[src/hw/rtl/slb_pkg.sv]
// ----------------------------------------------------------------------------
// slb_pkg
// Shared types, codes and colour constants for the status LED beacon.
// ----------------------------------------------------------------------------
package slb_pkg;

    localparam int SLB_TIME_BITS = 32;
    localparam int NOW_W         = 32;
    localparam int CFG_W         = 16;
    localparam int CFG_IDX_W     = 2;
    localparam int LEVEL_W       = 8;

    typedef enum logic [1:0] {
        ACT_SET      = 2'd0,
        ACT_ACTIVITY = 2'd1,
        ACT_TICK     = 2'd2
    } action_t;

    typedef enum logic [2:0] {
        MODE_BOOT     = 3'd0,
        MODE_READY    = 3'd1,
        MODE_LOST     = 3'd2,
        MODE_BROWNOUT = 3'd3,
        MODE_OFF      = 3'd4
    } mode_t;

    typedef enum logic [CFG_IDX_W-1:0] {
        CFG_ACTIVITY_GAP  = 2'd0,
        CFG_PULSE_LENGTH  = 2'd1,
        CFG_LOST_HALF     = 2'd2,
        CFG_BROWNOUT_HALF = 2'd3
    } cfg_index_t;

    typedef struct packed {
        logic [CFG_W-1:0] activity_gap_ms;
        logic [CFG_W-1:0] pulse_length_ms;
        logic [CFG_W-1:0] lost_half_period_ms;
        logic [CFG_W-1:0] brownout_half_period_ms;
    } cfg_t;

    typedef struct packed {
        logic [LEVEL_W-1:0] red;
        logic [LEVEL_W-1:0] green;
        logic [LEVEL_W-1:0] blue;
    } rgb_t;

    localparam logic [CFG_W-1:0] RST_ACTIVITY_GAP  = 16'd250;
    localparam logic [CFG_W-1:0] RST_PULSE_LENGTH  = 16'd90;
    localparam logic [CFG_W-1:0] RST_LOST_HALF     = 16'd500;
    localparam logic [CFG_W-1:0] RST_BROWNOUT_HALF = 16'd800;

    localparam rgb_t COLOR_BOOT      = '{red: 8'd80,  green: 8'd0,   blue: 8'd0};
    localparam rgb_t COLOR_READY     = '{red: 8'd0,   green: 8'd60,  blue: 8'd0};
    localparam rgb_t COLOR_LOST_ON   = '{red: 8'd200, green: 8'd0,   blue: 8'd0};
    localparam rgb_t COLOR_LOST_OFF  = '{red: 8'd0,   green: 8'd0,   blue: 8'd0};
    localparam rgb_t COLOR_BROWN_ON  = '{red: 8'd120, green: 8'd0,   blue: 8'd120};
    localparam rgb_t COLOR_BROWN_OFF = '{red: 8'd20,  green: 8'd0,   blue: 8'd20};
    localparam rgb_t COLOR_OFF       = '{red: 8'd0,   green: 8'd0,   blue: 8'd0};
    localparam rgb_t COLOR_PULSE     = '{red: 8'd0,   green: 8'd180, blue: 8'd0};

    function automatic rgb_t base_color(mode_t m);
        rgb_t c;
        unique case (m)
            MODE_BOOT:     c = COLOR_BOOT;
            MODE_READY:    c = COLOR_READY;
            MODE_LOST:     c = COLOR_LOST_ON;
            MODE_BROWNOUT: c = COLOR_BROWN_ON;
            default:       c = COLOR_OFF;
        endcase
        return c;
    endfunction

endpackage

[src/hw/rtl/slb_ifs.sv]
// ----------------------------------------------------------------------------
// slb channel interfaces
// Valid/ready channels for beacon input items and colour results.
// ----------------------------------------------------------------------------
interface slb_item_if;
    logic                             valid;
    logic                             ready;
    logic [1:0]                       action;
    logic [2:0]                       new_mode;
    logic [slb_pkg::NOW_W-1:0]        now_ms;

    modport source (output valid, action, new_mode, now_ms, input ready);
    modport sink   (input valid, action, new_mode, now_ms, output ready);
endinterface

interface slb_color_if;
    logic                             valid;
    logic                             ready;
    logic [slb_pkg::LEVEL_W-1:0]      red;
    logic [slb_pkg::LEVEL_W-1:0]      green;
    logic [slb_pkg::LEVEL_W-1:0]      blue;

    modport source (output valid, red, green, blue, input ready);
    modport sink   (input valid, red, green, blue, output ready);
endinterface

[src/hw/rtl/slb_cfg.sv]
// ----------------------------------------------------------------------------
// slb_cfg
// Configuration register file: four 16-bit timing registers, write only.
// ----------------------------------------------------------------------------
module slb_cfg (
    input  logic                           clk,
    input  logic                           rst_n,
    input  logic                           wr_en,
    input  logic [slb_pkg::CFG_IDX_W-1:0]  wr_index,
    input  logic [slb_pkg::CFG_W-1:0]      wr_data,
    output slb_pkg::cfg_t                  cfg
);

    slb_pkg::cfg_t cfg_reg;
    slb_pkg::cfg_t cfg_next;

    always_comb
    begin
        cfg_next = cfg_reg;
        if (wr_en)
        begin
            unique case (slb_pkg::cfg_index_t'(wr_index))
                slb_pkg::CFG_ACTIVITY_GAP:  cfg_next.activity_gap_ms         = wr_data;
                slb_pkg::CFG_PULSE_LENGTH:  cfg_next.pulse_length_ms         = wr_data;
                slb_pkg::CFG_LOST_HALF:     cfg_next.lost_half_period_ms     = wr_data;
                slb_pkg::CFG_BROWNOUT_HALF: cfg_next.brownout_half_period_ms = wr_data;
                default:                    cfg_next = cfg_reg;
            endcase
        end
    end

    always_ff @(posedge clk or negedge rst_n)
    begin
        if (!rst_n)
        begin
            cfg_reg.activity_gap_ms         <= slb_pkg::RST_ACTIVITY_GAP;
            cfg_reg.pulse_length_ms         <= slb_pkg::RST_PULSE_LENGTH;
            cfg_reg.lost_half_period_ms     <= slb_pkg::RST_LOST_HALF;
            cfg_reg.brownout_half_period_ms <= slb_pkg::RST_BROWNOUT_HALF;
        end
        else
        begin
            cfg_reg <= cfg_next;
        end
    end

    assign cfg = cfg_reg;

endmodule

[src/hw/rtl/slb_engine.sv]
// ----------------------------------------------------------------------------
// slb_engine
// Input register, mode and timer state, colour decision and result register.
// ----------------------------------------------------------------------------
module slb_engine #(
    parameter int TIME_BITS = slb_pkg::SLB_TIME_BITS
) (
    input  logic          clk,
    input  logic          rst_n,
    input  slb_pkg::cfg_t cfg,
    slb_item_if.sink      item,
    slb_color_if.source   color
);

    // input register
    logic                         in_valid_reg;
    logic [1:0]                   in_action_reg;
    logic [2:0]                   in_mode_reg;
    logic [slb_pkg::NOW_W-1:0]    in_now_reg;

    // beacon state
    slb_pkg::mode_t               mode_reg, mode_next;
    logic [TIME_BITS-1:0]         toggle_reg, toggle_next;
    logic [TIME_BITS-1:0]         last_pulse_reg, last_pulse_next;
    logic [TIME_BITS-1:0]         pulse_end_reg, pulse_end_next;
    logic                         phase_reg, phase_next;

    // result register
    logic                         out_valid_reg;
    slb_pkg::rgb_t                out_color_reg;

    logic                         proc_fire;
    logic                         has_result;
    slb_pkg::rgb_t                result_color;
    logic [TIME_BITS-1:0]         now_t;
    logic [TIME_BITS-1:0]         since_pulse;
    logic [TIME_BITS-1:0]         since_toggle;
    logic [TIME_BITS-1:0]         gap_t;
    logic [TIME_BITS-1:0]         half_t;
    logic                         pulse_running;
    logic                         gap_short;

    // process the held item when the result slot is free or drains this cycle
    assign proc_fire  = in_valid_reg && (!out_valid_reg || color.ready);
    assign item.ready = !in_valid_reg || proc_fire;

    assign now_t        = TIME_BITS'(in_now_reg);
    assign since_pulse  = now_t - last_pulse_reg;
    assign since_toggle = now_t - toggle_reg;
    assign gap_t        = TIME_BITS'(cfg.activity_gap_ms);
    assign half_t       = (mode_reg == slb_pkg::MODE_LOST)
                          ? TIME_BITS'(cfg.lost_half_period_ms)
                          : TIME_BITS'(cfg.brownout_half_period_ms);
    assign pulse_running = pulse_end_reg > now_t;
    assign gap_short     = (last_pulse_reg != '0) && (since_pulse < gap_t);

    always_comb
    begin
        mode_next       = mode_reg;
        toggle_next     = toggle_reg;
        last_pulse_next = last_pulse_reg;
        pulse_end_next  = pulse_end_reg;
        phase_next      = phase_reg;
        has_result      = 1'b0;
        result_color    = slb_pkg::COLOR_OFF;

        unique case (slb_pkg::action_t'(in_action_reg))
            slb_pkg::ACT_SET:
            begin
                if (in_mode_reg <= slb_pkg::MODE_OFF)
                begin
                    mode_next       = slb_pkg::mode_t'(in_mode_reg);
                    toggle_next     = now_t;
                    last_pulse_next = '0;
                    pulse_end_next  = '0;
                    phase_next      = 1'b1;
                    has_result      = 1'b1;
                    result_color    = slb_pkg::base_color(slb_pkg::mode_t'(in_mode_reg));
                end
            end
            slb_pkg::ACT_ACTIVITY:
            begin
                if (mode_reg == slb_pkg::MODE_READY && !pulse_running && !gap_short)
                begin
                    last_pulse_next = now_t;
                    pulse_end_next  = now_t + TIME_BITS'(cfg.pulse_length_ms);
                    has_result      = 1'b1;
                    result_color    = slb_pkg::COLOR_PULSE;
                end
            end
            slb_pkg::ACT_TICK:
            begin
                unique case (mode_reg)
                    slb_pkg::MODE_READY:
                    begin
                        // end a running pulse once its end time is reached
                        if (pulse_end_reg != '0 && !pulse_running)
                        begin
                            pulse_end_next = '0;
                            has_result     = 1'b1;
                            result_color   = slb_pkg::COLOR_READY;
                        end
                    end
                    slb_pkg::MODE_LOST, slb_pkg::MODE_BROWNOUT:
                    begin
                        if (since_toggle >= half_t)
                        begin
                            phase_next  = !phase_reg;
                            toggle_next = now_t;
                            has_result  = 1'b1;
                            if (mode_reg == slb_pkg::MODE_LOST)
                                result_color = phase_reg ? slb_pkg::COLOR_LOST_OFF
                                                         : slb_pkg::COLOR_LOST_ON;
                            else
                                result_color = phase_reg ? slb_pkg::COLOR_BROWN_OFF
                                                         : slb_pkg::COLOR_BROWN_ON;
                        end
                    end
                    default:
                    begin
                        has_result = 1'b0;
                    end
                endcase
            end
            default:
            begin
                has_result = 1'b0;
            end
        endcase
    end

    always_ff @(posedge clk or negedge rst_n)
    begin
        if (!rst_n)
        begin
            in_valid_reg   <= 1'b0;
            out_valid_reg  <= 1'b0;
            mode_reg       <= slb_pkg::MODE_BOOT;
            toggle_reg     <= '0;
            last_pulse_reg <= '0;
            pulse_end_reg  <= '0;
            phase_reg      <= 1'b1;
        end
        else
        begin
            if (item.ready)
                in_valid_reg <= item.valid;

            if (proc_fire)
            begin
                out_valid_reg  <= has_result;
                mode_reg       <= mode_next;
                toggle_reg     <= toggle_next;
                last_pulse_reg <= last_pulse_next;
                pulse_end_reg  <= pulse_end_next;
                phase_reg      <= phase_next;
            end
            else if (color.ready)
            begin
                out_valid_reg <= 1'b0;
            end
        end
    end

    // payload registers
    always_ff @(posedge clk)
    begin
        if (item.ready && item.valid)
        begin
            in_action_reg <= item.action;
            in_mode_reg   <= item.new_mode;
            in_now_reg    <= item.now_ms;
        end
        if (proc_fire && has_result)
            out_color_reg <= result_color;
    end

    assign color.valid = out_valid_reg;
    assign color.red   = out_color_reg.red;
    assign color.green = out_color_reg.green;
    assign color.blue  = out_color_reg.blue;

    // a pulse can only be pending in ready mode
    a_pulse_only_ready: assert property (@(posedge clk) disable iff (!rst_n)
        (pulse_end_reg != '0) |-> (mode_reg == slb_pkg::MODE_READY))
        else $error("pulse end time set outside ready mode");

    // a valid mode set always leaves a valid result on the next cycle
    a_set_gives_result: assert property (@(posedge clk) disable iff (!rst_n)
        (proc_fire && in_action_reg == slb_pkg::ACT_SET
         && in_mode_reg <= slb_pkg::MODE_OFF) |=> out_valid_reg)
        else $error("mode set did not produce a colour");

    // state moves only when an item is processed
    a_state_holds: assert property (@(posedge clk) disable iff (!rst_n)
        !proc_fire |=> ($stable(mode_reg) && $stable(pulse_end_reg)
                        && $stable(phase_reg)))
        else $error("beacon state changed without an item");

    // a held result is never overwritten while stalled
    a_result_holds: assert property (@(posedge clk) disable iff (!rst_n)
        (out_valid_reg && !color.ready) |-> !proc_fire)
        else $error("item processed while result stalled");

endmodule

[src/hw/rtl/status_led_beacon_top.sv]
// ----------------------------------------------------------------------------
// status_led_beacon_top
// Status LED colour sequencer: five modes, activity pulse and blink timers.
//
//   channel  | dir | handshake    | payload
//   ---------+-----+--------------+---------------------------------
//   item     | in  | valid/ready  | action[1:0] new_mode[2:0] now_ms[31:0]
//   color    | out | valid/ready  | red[7:0] green[7:0] blue[7:0]
//   wr_*     | in  | wr_en only   | wr_index[1:0] wr_data[15:0]
//
// One item per cycle while the color channel is not stalled; an item passes
// the input register, then the state/result register, before its result is
// valid on the color channel.
// Latency is set by the input register and the state/result register stage.
// Items that produce no colour still pass through the stage and update state.
// A stalled color channel holds the result and backs up into item.ready.
// Reset loads the default timings, boot mode and blink phase on.
// ----------------------------------------------------------------------------
module status_led_beacon_top #(
    parameter int TIME_BITS = slb_pkg::SLB_TIME_BITS
) (
    input  logic                           clk,
    input  logic                           rst_n,
    slb_item_if.sink                       item,
    slb_color_if.source                    color,
    input  logic                           wr_en,
    input  logic [slb_pkg::CFG_IDX_W-1:0]  wr_index,
    input  logic [slb_pkg::CFG_W-1:0]      wr_data
);

    slb_pkg::cfg_t cfg;

    slb_cfg u_cfg (
        .clk      (clk),
        .rst_n    (rst_n),
        .wr_en    (wr_en),
        .wr_index (wr_index),
        .wr_data  (wr_data),
        .cfg      (cfg)
    );

    slb_engine #(
        .TIME_BITS (TIME_BITS)
    ) u_engine (
        .clk   (clk),
        .rst_n (rst_n),
        .cfg   (cfg),
        .item  (item),
        .color (color)
    );

endmodule

[src/flat_wrapper.sv]
// flat-port wrapper written by rule: the top's interface ports become plain ports
module status_led_beacon_top_flat 
#(
    parameter int TIME_BITS = slb_pkg::SLB_TIME_BITS
)
  (clk, rst_n, wr_en, wr_index, wr_data, item_valid, item_action, item_new_mode, item_now_ms, item_ready, color_valid, color_red, color_green, color_blue, color_ready);
  slb_item_if item_i ();
  slb_color_if color_i ();
  input  logic clk;
  input  logic rst_n;
  input  logic wr_en;
  input  logic [slb_pkg::CFG_IDX_W-1:0] wr_index;
  input  logic [slb_pkg::CFG_W-1:0] wr_data;
  input wire logic [$bits(item_i.valid)-1:0] item_valid;
  input wire logic [$bits(item_i.action)-1:0] item_action;
  input wire logic [$bits(item_i.new_mode)-1:0] item_new_mode;
  input wire logic [$bits(item_i.now_ms)-1:0] item_now_ms;
  output wire logic [$bits(item_i.ready)-1:0] item_ready;
  output wire logic [$bits(color_i.valid)-1:0] color_valid;
  output wire logic [$bits(color_i.red)-1:0] color_red;
  output wire logic [$bits(color_i.green)-1:0] color_green;
  output wire logic [$bits(color_i.blue)-1:0] color_blue;
  input wire logic [$bits(color_i.ready)-1:0] color_ready;
  assign item_i.valid = item_valid;
  assign item_i.action = item_action;
  assign item_i.new_mode = item_new_mode;
  assign item_i.now_ms = item_now_ms;
  assign item_ready = item_i.ready;
  assign color_valid = color_i.valid;
  assign color_red = color_i.red;
  assign color_green = color_i.green;
  assign color_blue = color_i.blue;
  assign color_i.ready = color_ready;
  status_led_beacon_top #(.TIME_BITS(TIME_BITS)) u_core (.clk(clk), .rst_n(rst_n), .item(item_i), .color(color_i), .wr_en(wr_en), .wr_index(wr_index), .wr_data(wr_data));
endmodule
[config.mk]
export PLATFORM = sky130hd
export DESIGN_NAME = status_led_beacon_top_flat
export DESIGN_NICKNAME = d
export VERILOG_FILES = /design/src/hw/rtl/slb_pkg.sv /design/src/hw/rtl/slb_ifs.sv /design/src/hw/rtl/slb_cfg.sv /design/src/hw/rtl/slb_engine.sv /design/src/hw/rtl/status_led_beacon_top.sv /design/src/flat_wrapper.sv
export SDC_FILE = /design/constraint.sdc
export NUM_CORES = 1
export LEC_CHECK = 0
export BUFFER_PORTS_ARGS = -buffer_cell sky130_fd_sc_hd__clkbuf_2
export CAP_MARGIN = 20
export CORE_MARGIN = 4
export CORE_UTILIZATION = 55
export DETAILED_ROUTE_END_ITERATION = 6
export GPL_TIMING_DRIVEN = 0
export PLACE_DENSITY = 0.76
export RECOVER_POWER = 25
export SLEW_MARGIN = 20
export SYNTH_ARGS = -nofsm -noshare
export SYNTH_HDL_FRONTEND = slang
export SYNTH_SLANG_ARGS = --single-unit
[constraint.sdc]
create_clock -name clk -period 5.2 [get_ports clk]
set_clock_uncertainty 0.15 [all_clocks]
set_input_delay 0.26 -clock clk [delete_from_list [all_inputs] [get_ports clk]]
set_output_delay 0.26 -clock clk [all_outputs]
set_load 0.01 [all_outputs]
; After elaboration in Yosys (flattened, before gate mapping)
; Cells that the tools add are included.
[word_totals]
register_bits = 227
input_bits = 60
out_inout_bits = 26
[op_classes]
n_addsub = 3
order_cmp = 4
n_eq_ne = 17
muxes = 34
n_reduce_logical = 32
[ops]
columns = operator, n
row1 = $mux 32, 8
row2 = $pmux 32 s2, 2
row3 = $mux 24, 4
row4 = $pmux 24 s4, 1
row5 = $pmux 32 s3, 1
row6 = $pmux 24 s3, 1
row7 = $reduce_bool 32->1, 2
row8 = $sub 32x32->32, 2
row9 = $pmux 24 s2, 1
row10 = $add 32x16->32, 1
row11 = $ge 32x16->1, 1
row12 = $gt 32x32->1, 1
row13 = $lt 32x16->1, 1
row14 = $mux 16, 2
row15 = $mux 23, 1
row16 = $mux 14, 1
row17 = $eq 3x2->1 const B, 4
row18 = $ne 2x2->1 const B, 6
row19 = $mux 1, 9
row20 = $reduce_and 2->1, 4
row21 = $logic_and 1x1->1, 7
row22 = $eq 2x2->1 const B, 3
row23 = $eq 3x1->1 const B, 2
row24 = $reduce_and 6->1, 1
row25 = 14 further kinds, 24

; Longest topological paths before layout
[depth]
depth_word = 8
ltp_mapped = 24
ltp_nobuf = 22

; Modules after synthesis
; Synthesis repeated with hierarchy kept, for this count alone.
[hier_totals]
hier_cells = 1484
area_unflattened_um2 = 14782.9
[by_module_without_submodules]
columns = module, n_inst, cells_per_inst, area_each_um2, seq_area_each_um2
row1 = slb_engine, 1, 1348, 12348.1, 3965.1
row2 = slb_cfg, 1, 136, 2434.8, 1625.3

; Worst setup path before layout
; Ideal clock, no wire load.
[synth_timing]
path_type = register -> register
from = register u_core.u_engine.in_now_reg[0] in the netlist's numbering
to = register u_core.u_engine.out_color_reg (netlist bit u_core.u_engine.color.blue[4]), enable pin
setup_time_ns = 0.390
arrival_ns = 4.340
required_ns = 4.660
setup_slack_ns = 0.320
path_stages_with_launch = 21
n_path_buf = 0
synth_period_minus_slack_ns = 4.880
cell_sequence = edfxtp_1 > inv_1 > ha_1 > inv_1 > fa_1 > a211oi_1 > o21ai_0 > a31oi_1 > o21ai_0 > a21o_1 > a21oi_1 > xnor2_1 > ha_1 > nand4_1 > a221o_1 > a31o_2 > nand4_1 > nor4_1 > a31oi_1 > nor2_1 > nor3_1
[synth_between]
elab_chain_cells = 8
elab_cells_between_ends = 17
cone_classes = add/sub: 2 / order compare: 3 / mux: 5 / reduce/logical: 7
[synth_rtl]
columns = item, line_no
row1 = from (decl), slb_engine.sv:19  ; logic [slb_pkg::NOW_W-1:0] in_now_reg;
row2 = from (signal assigned), slb_engine.sv:172  ; in_now_reg <= item.now_ms;
row3 = $sub 32x32->32, slb_engine.sv:48  ; assign since_pulse = now_t - last_pulse_reg;
row4 = $lt 32x16->1, slb_engine.sv:55  ; assign gap_short = (last_pulse_reg != '0) && (since_pulse < gap_t);
row5 = $logic_and 1x1->1, slb_engine.sv:55
row6 = $logic_not 1->1, slb_engine.sv:83  ; if (mode_reg == slb_pkg::MODE_READY && !pulse_running && !gap_short)
row7 = $logic_and 1x1->1, slb_engine.sv:83
row8 = $mux 1, slb_engine.sv:83
row9 = $pmux 1 s3 (*), slb_engine.sv:67  ; unique case (slb_pkg::action_t'(in_action_reg))
row10 = $logic_and 1x1->1 (*), slb_engine.sv:174  ; if (proc_fire && has_result)
row11 = to (signal assigned), slb_engine.sv:175  ; out_color_reg <= result_color;
row12 = to (decl), slb_engine.sv:30  ; slb_pkg::rgb_t out_color_reg;
; Every way passes the cells marked *; elsewhere a longest branch is shown, timed or not.
; A chain may end at the register's enable or synchronous reset.

; Worst setup path after layout
[layout_timing]
from = register u_core.u_engine.in_now_reg[12] in the netlist's numbering
to = register u_core.u_engine.out_color_reg (netlist bit u_core.u_engine.color.green[3]), enable pin
; Same word-level chain as after synthesis.

==> impl_metrics.json <==
{
  "synth-warning-count": 0,
  "timing.hold.ws_ns": 0.0288,
  "maxSlewHeadroom_pct": -157,
  "total_switching_power_w": 0.00462,
  "post_synth_instance_area_um2": 15100,
  "transition_at_the_pin_with_the_smallest_max_transition_slack_ns": 3.86,
  "final_gp_congestion": 0.987,
  "power.clock.fraction_pct": 17.6,
  "initial_core_util_pct": 56.0,
  "postPlaceCellArea_um2": 16000,
  "rows": 60,
  "hold_path_depth": 3,
  "cellPowerDensity_nw_per_um2": 579,
  "critical_path_class": "reg -> reg",
  "endpoint": "u_core.u_engine.color.green[3]",
  "failing_checks": "max-capacitance violations, max-slew violations",
  "worst_hold_path_type": "in -> reg",
  "timing.fmax_ghz": 0.193,
  "floorplan.die.width_um": 174,
  "hold_viol": 0,
  "drtIter0Drc": 1184,
  "p_leak_nw": 8.10,
  "r2r.worst_path.cells": 17,
  "synth_cell_types": 75,
  "combPwrFrac_pct": 56.5,
  "grtUsageTotal_pct": 30.3,
  "worstReg2RegEnd": "u_core.u_engine.color.green[3]",
  "worstPathMaxFanout": 10,
  "postSynth.asyncResetShare_pct": 77.9,
  "r2r_start": "u_core.u_engine.in_now_reg[12]",
  "post_route_cells_drive_above_1_share_pct": 16.6,
  "detailedPlacementHpwl_um": 35100,
  "clk_path_buf_depth": 3,
  "io_pins": 86,
  "pin_count_of_the_biggest_net_entering_global_routing": 90,
  "place.port_buffers": 77,
  "min_period_ns": 5.19,
  "ff2ff_setup_slack_ns": 0.007,
  "netlist_instances": 1596,
  "place.detailed.instances": 2023,
  "grt_pass1_wl_um": 72700,
  "synth_top_area_cell": "dfrtp_1",
  "ys_top_cells_by_area": "dfrtp_1, ha_1, edfxtp_1",
  "drt-wirelength-per-cell_um": 22.2,
  "route.vias.total": 13400,
  "core_region_area_um2": 27000,
  "detailedRoute.firstPassIterationCount": 6,
  "largest_reg_flops": 64,
  "timing.final.setup_violations": 0,
  "clock-root-buffer": "clkbuf_16",
  "cp.required_ns": 5.34,
  "numClockSinks": 213,
  "worst_setup_path_start_kind": "register",
  "grt_pass1_vias": 13100,
  "routed_wirelength_um": 47800,
  "power.share.switching_pct": 44.6,
  "post-layout-total-power_w": 0.0104,
  "antenna_found_initial": 0,
  "synth_top_flop_cell": "dfrtp_1",
  "tritoncts": "built",
  "timing.final.max_slew_violations": 78,
  "netlist.area_leader.share_pct": 24.2,
  "startpoint": "u_core.u_engine.in_now_reg[12]",
  "drt_drc_violations_left": 0,
  "status": "finished, violations left",
  "antenna_cells": 0,
  "internal_power_w": 0.00574,
  "antenna_left": 0,
  "htree_levels": 1,
  "post_synth.cell_area_avg_um2": 9.45,
  "gr-total-overflow": 0,
  "synth_edf_count": 47,
  "syn_to_layout_area_delta_pct": 18.6,
  "final_min_period_over_clock_period_pct": 99.9,
  "utilization_pct": 66.4,
  "cts-buffers-inserted": 24,
  "avgViaCountPerCell": 6.23,
  "sequential_power_share_pct": 25.9,
  "final_cell_count_no_fill": 2151,
  "maximum_capacitance_violations": 1,
  "nets": 1997,
  "clk_latency_ns": 0.55,
  "die_h_um": 174,
  "layout.cell_area.non_filler_um2": 17900,
  "floorplan.die_area_um2": 30100,
  "cp.arrival_ns": 5.33,
  "path_clk_slew_ns": 0.06,
  "crit_path_end_kind": "register",
  "synth_sequential_area_ratio_pct": 37.1,
  "synth_seq_cells": 213,
  "vdd_ir_drop_max_uv": 560
}
-- layout by cell type, fill, tap and decap left out, types with 13 or more instances in the layout --
master and n:
clkbuf_1 37, nor3_1 31, dlygate4sd3_1 57, ha_1 138
nand3_1 32, nor2b_1 15, nand2_1 176, nand2b_1 14
mux2i_1 76, inv_1 134, nor2_1 54, buf_4 42
dfrtp_1 146, a21oi_1 97, o211ai_1 15, a211oi_1 15
o21a_1 15, clkbuf_16 26, o22ai_1 34, xor2_1 20
o21bai_1 13, nor4_1 25, mux2_2 57, a21o_1 45
edfxtp_1 47, nand4_1 30, dfstp_2 20, clkbuf_2 69
xnor2_1 48, o21ai_0 72
-- routing by layer --
metal / global-route usage, % / vias to the layer above / part of all wire (%) / routed length [um]
met4: 13.1 / 0 / 5.0 / 2390
met2: 51.9 / 569 / 49 / 23400
met5: 0 / - / 0 / 0
met3: 4.25 / 121 / 6.5 / 3120
li1: - / 6213 / - / -
met1: 38.6 / 6495 / 40 / 18900
-- synthesized netlist by cell type, types with 5 or more instances --
| cell type | count |
|---|---|
| or2_2 | 6 |
| o21bai_1 | 13 |
| o22ai_1 | 34 |
| nand2b_1 | 14 |
| dfrtp_1 | 146 |
| nor4_1 | 26 |
| clkbuf_1 | 31 |
| o31ai_1 | 8 |
| nor2b_1 | 16 |
| nand3_1 | 33 |
| a211o_1 | 6 |
| and2_1 | 11 |
| and3_1 | 12 |
| mux2_2 | 57 |
| o21a_1 | 16 |
| a221oi_1 | 5 |
| xnor2_1 | 48 |
| a2111oi_0 | 6 |
| buf_6 | 6 |
| a31oi_1 | 5 |
| a21boi_0 | 5 |
| a21o_1 | 45 |
| buf_4 | 15 |
| o211ai_1 | 15 |
| dfstp_2 | 20 |
| nand2_1 | 176 |
| ha_1 | 141 |
| xor2_1 | 20 |
| mux2i_1 | 79 |
| nor2_1 | 54 |
| buf_2 | 9 |
| edfxtp_1 | 47 |
| inv_1 | 136 |
| and4_1 | 8 |
| nand4_1 | 30 |
| a21oi_1 | 102 |
| a211oi_1 | 19 |
| o211a_1 | 5 |
| o21ai_0 | 75 |
| nor3_1 | 33 |
-- per-stage QoR --
stage	setup slack, ns	TNS [ns]
after floorplan	0.320	0
after global placement	-1.34	-65.21
after detailed placement	-1.02	-71.73
after CTS	0.0114	0
after global routing	-0.0890	-3.49
final	0.00716	0
-- repair_timing --
action,CTS,global route
buffers inserted,8,18
gates cloned,0,3
endpoints found under the setup margin,117,116
resized for setup,18,44
hold buffers,57,0
pin swaps,3,19
endpoints found under the hold margin,164,0
-- logic make-up after synthesis --
group,count (synthesis),synth area share (%)
compound gates,398,17.5
xor+xnor,68,3.95
fa+ha+maj,144,12.1
buf+inv,197,5.65
flops,213,37.1
mux,136,9.50
other cells,1,0.0249
simple gates,439,14.2
-- worst max-delay path: stages (launching register included) --
cell,delay (ns)
edfxtp_1,0.51
ha_1,0.46
nand4_1,0.22
or3_4,0.45
a211oi_4,0.29
or2_4,0.19
xor2_1,0.16
ha_1,0.27
o21ai_0,0.09
nor2_1,0.11
a2111oi_2,0.32
o21a_1,0.20
and4b_1,0.20
and4_1,0.21
o2111ai_1,0.38
a211oi_2,0.47
nor3_4,0.07
buf_12,0.15
-- power by group through the flow --
| stage | Combinational, W | Sequential, W | Clock [W] |
|---|---|---|---|
| floorplan | 0.00406 | 0.00251 | 0 |
| global placement | 0.00525 | 0.00268 | 0 |
| detailed placement | 0.00535 | 0.00269 | 0 |
| CTS | 0.00554 | 0.00267 | 0.00183 |
| global route | 0.00645 | 0.00272 | 0.00191 |
| finish | 0.00585 | 0.00269 | 0.00182 |
-- how the worst min path moves through the flow --
stage / slack [ns] / end / from
after floorplan: -0.19 / u_core.u_cfg.cfg[0] / rst_n
after global placement: 0.29 / u_core.u_engine.in_now_reg[3] / item_now_ms[3]
after detailed placement: 0.19 / u_core.u_engine.toggle_reg[26] / rst_n
after CTS: 0.009 / u_core.u_cfg.cfg[48] / wr_index[1]
after global routing: 0.05 / u_core.u_cfg.cfg[48] / wr_index[1]
final: 0.03 / u_core.u_cfg.cfg[48] / wr_index[1]
-- final cells by class --
| type | instances | area, um^2 |
|---|---|---|
| plain buffers | 60 | 390 |
| clock buffers | 29 | 649 |
| clock inverters | 14 | 191 |
| fillers | 2108 | 9060 |
| inverters | 136 | 510 |
| multi-input cells | 1193 | 8860 |
| flip-flops and latches | 213 | 5590 |
| well taps | 341 | 427 |
| repair buffers | 165 | 1260 |
(Power assumes the default switching activity.)
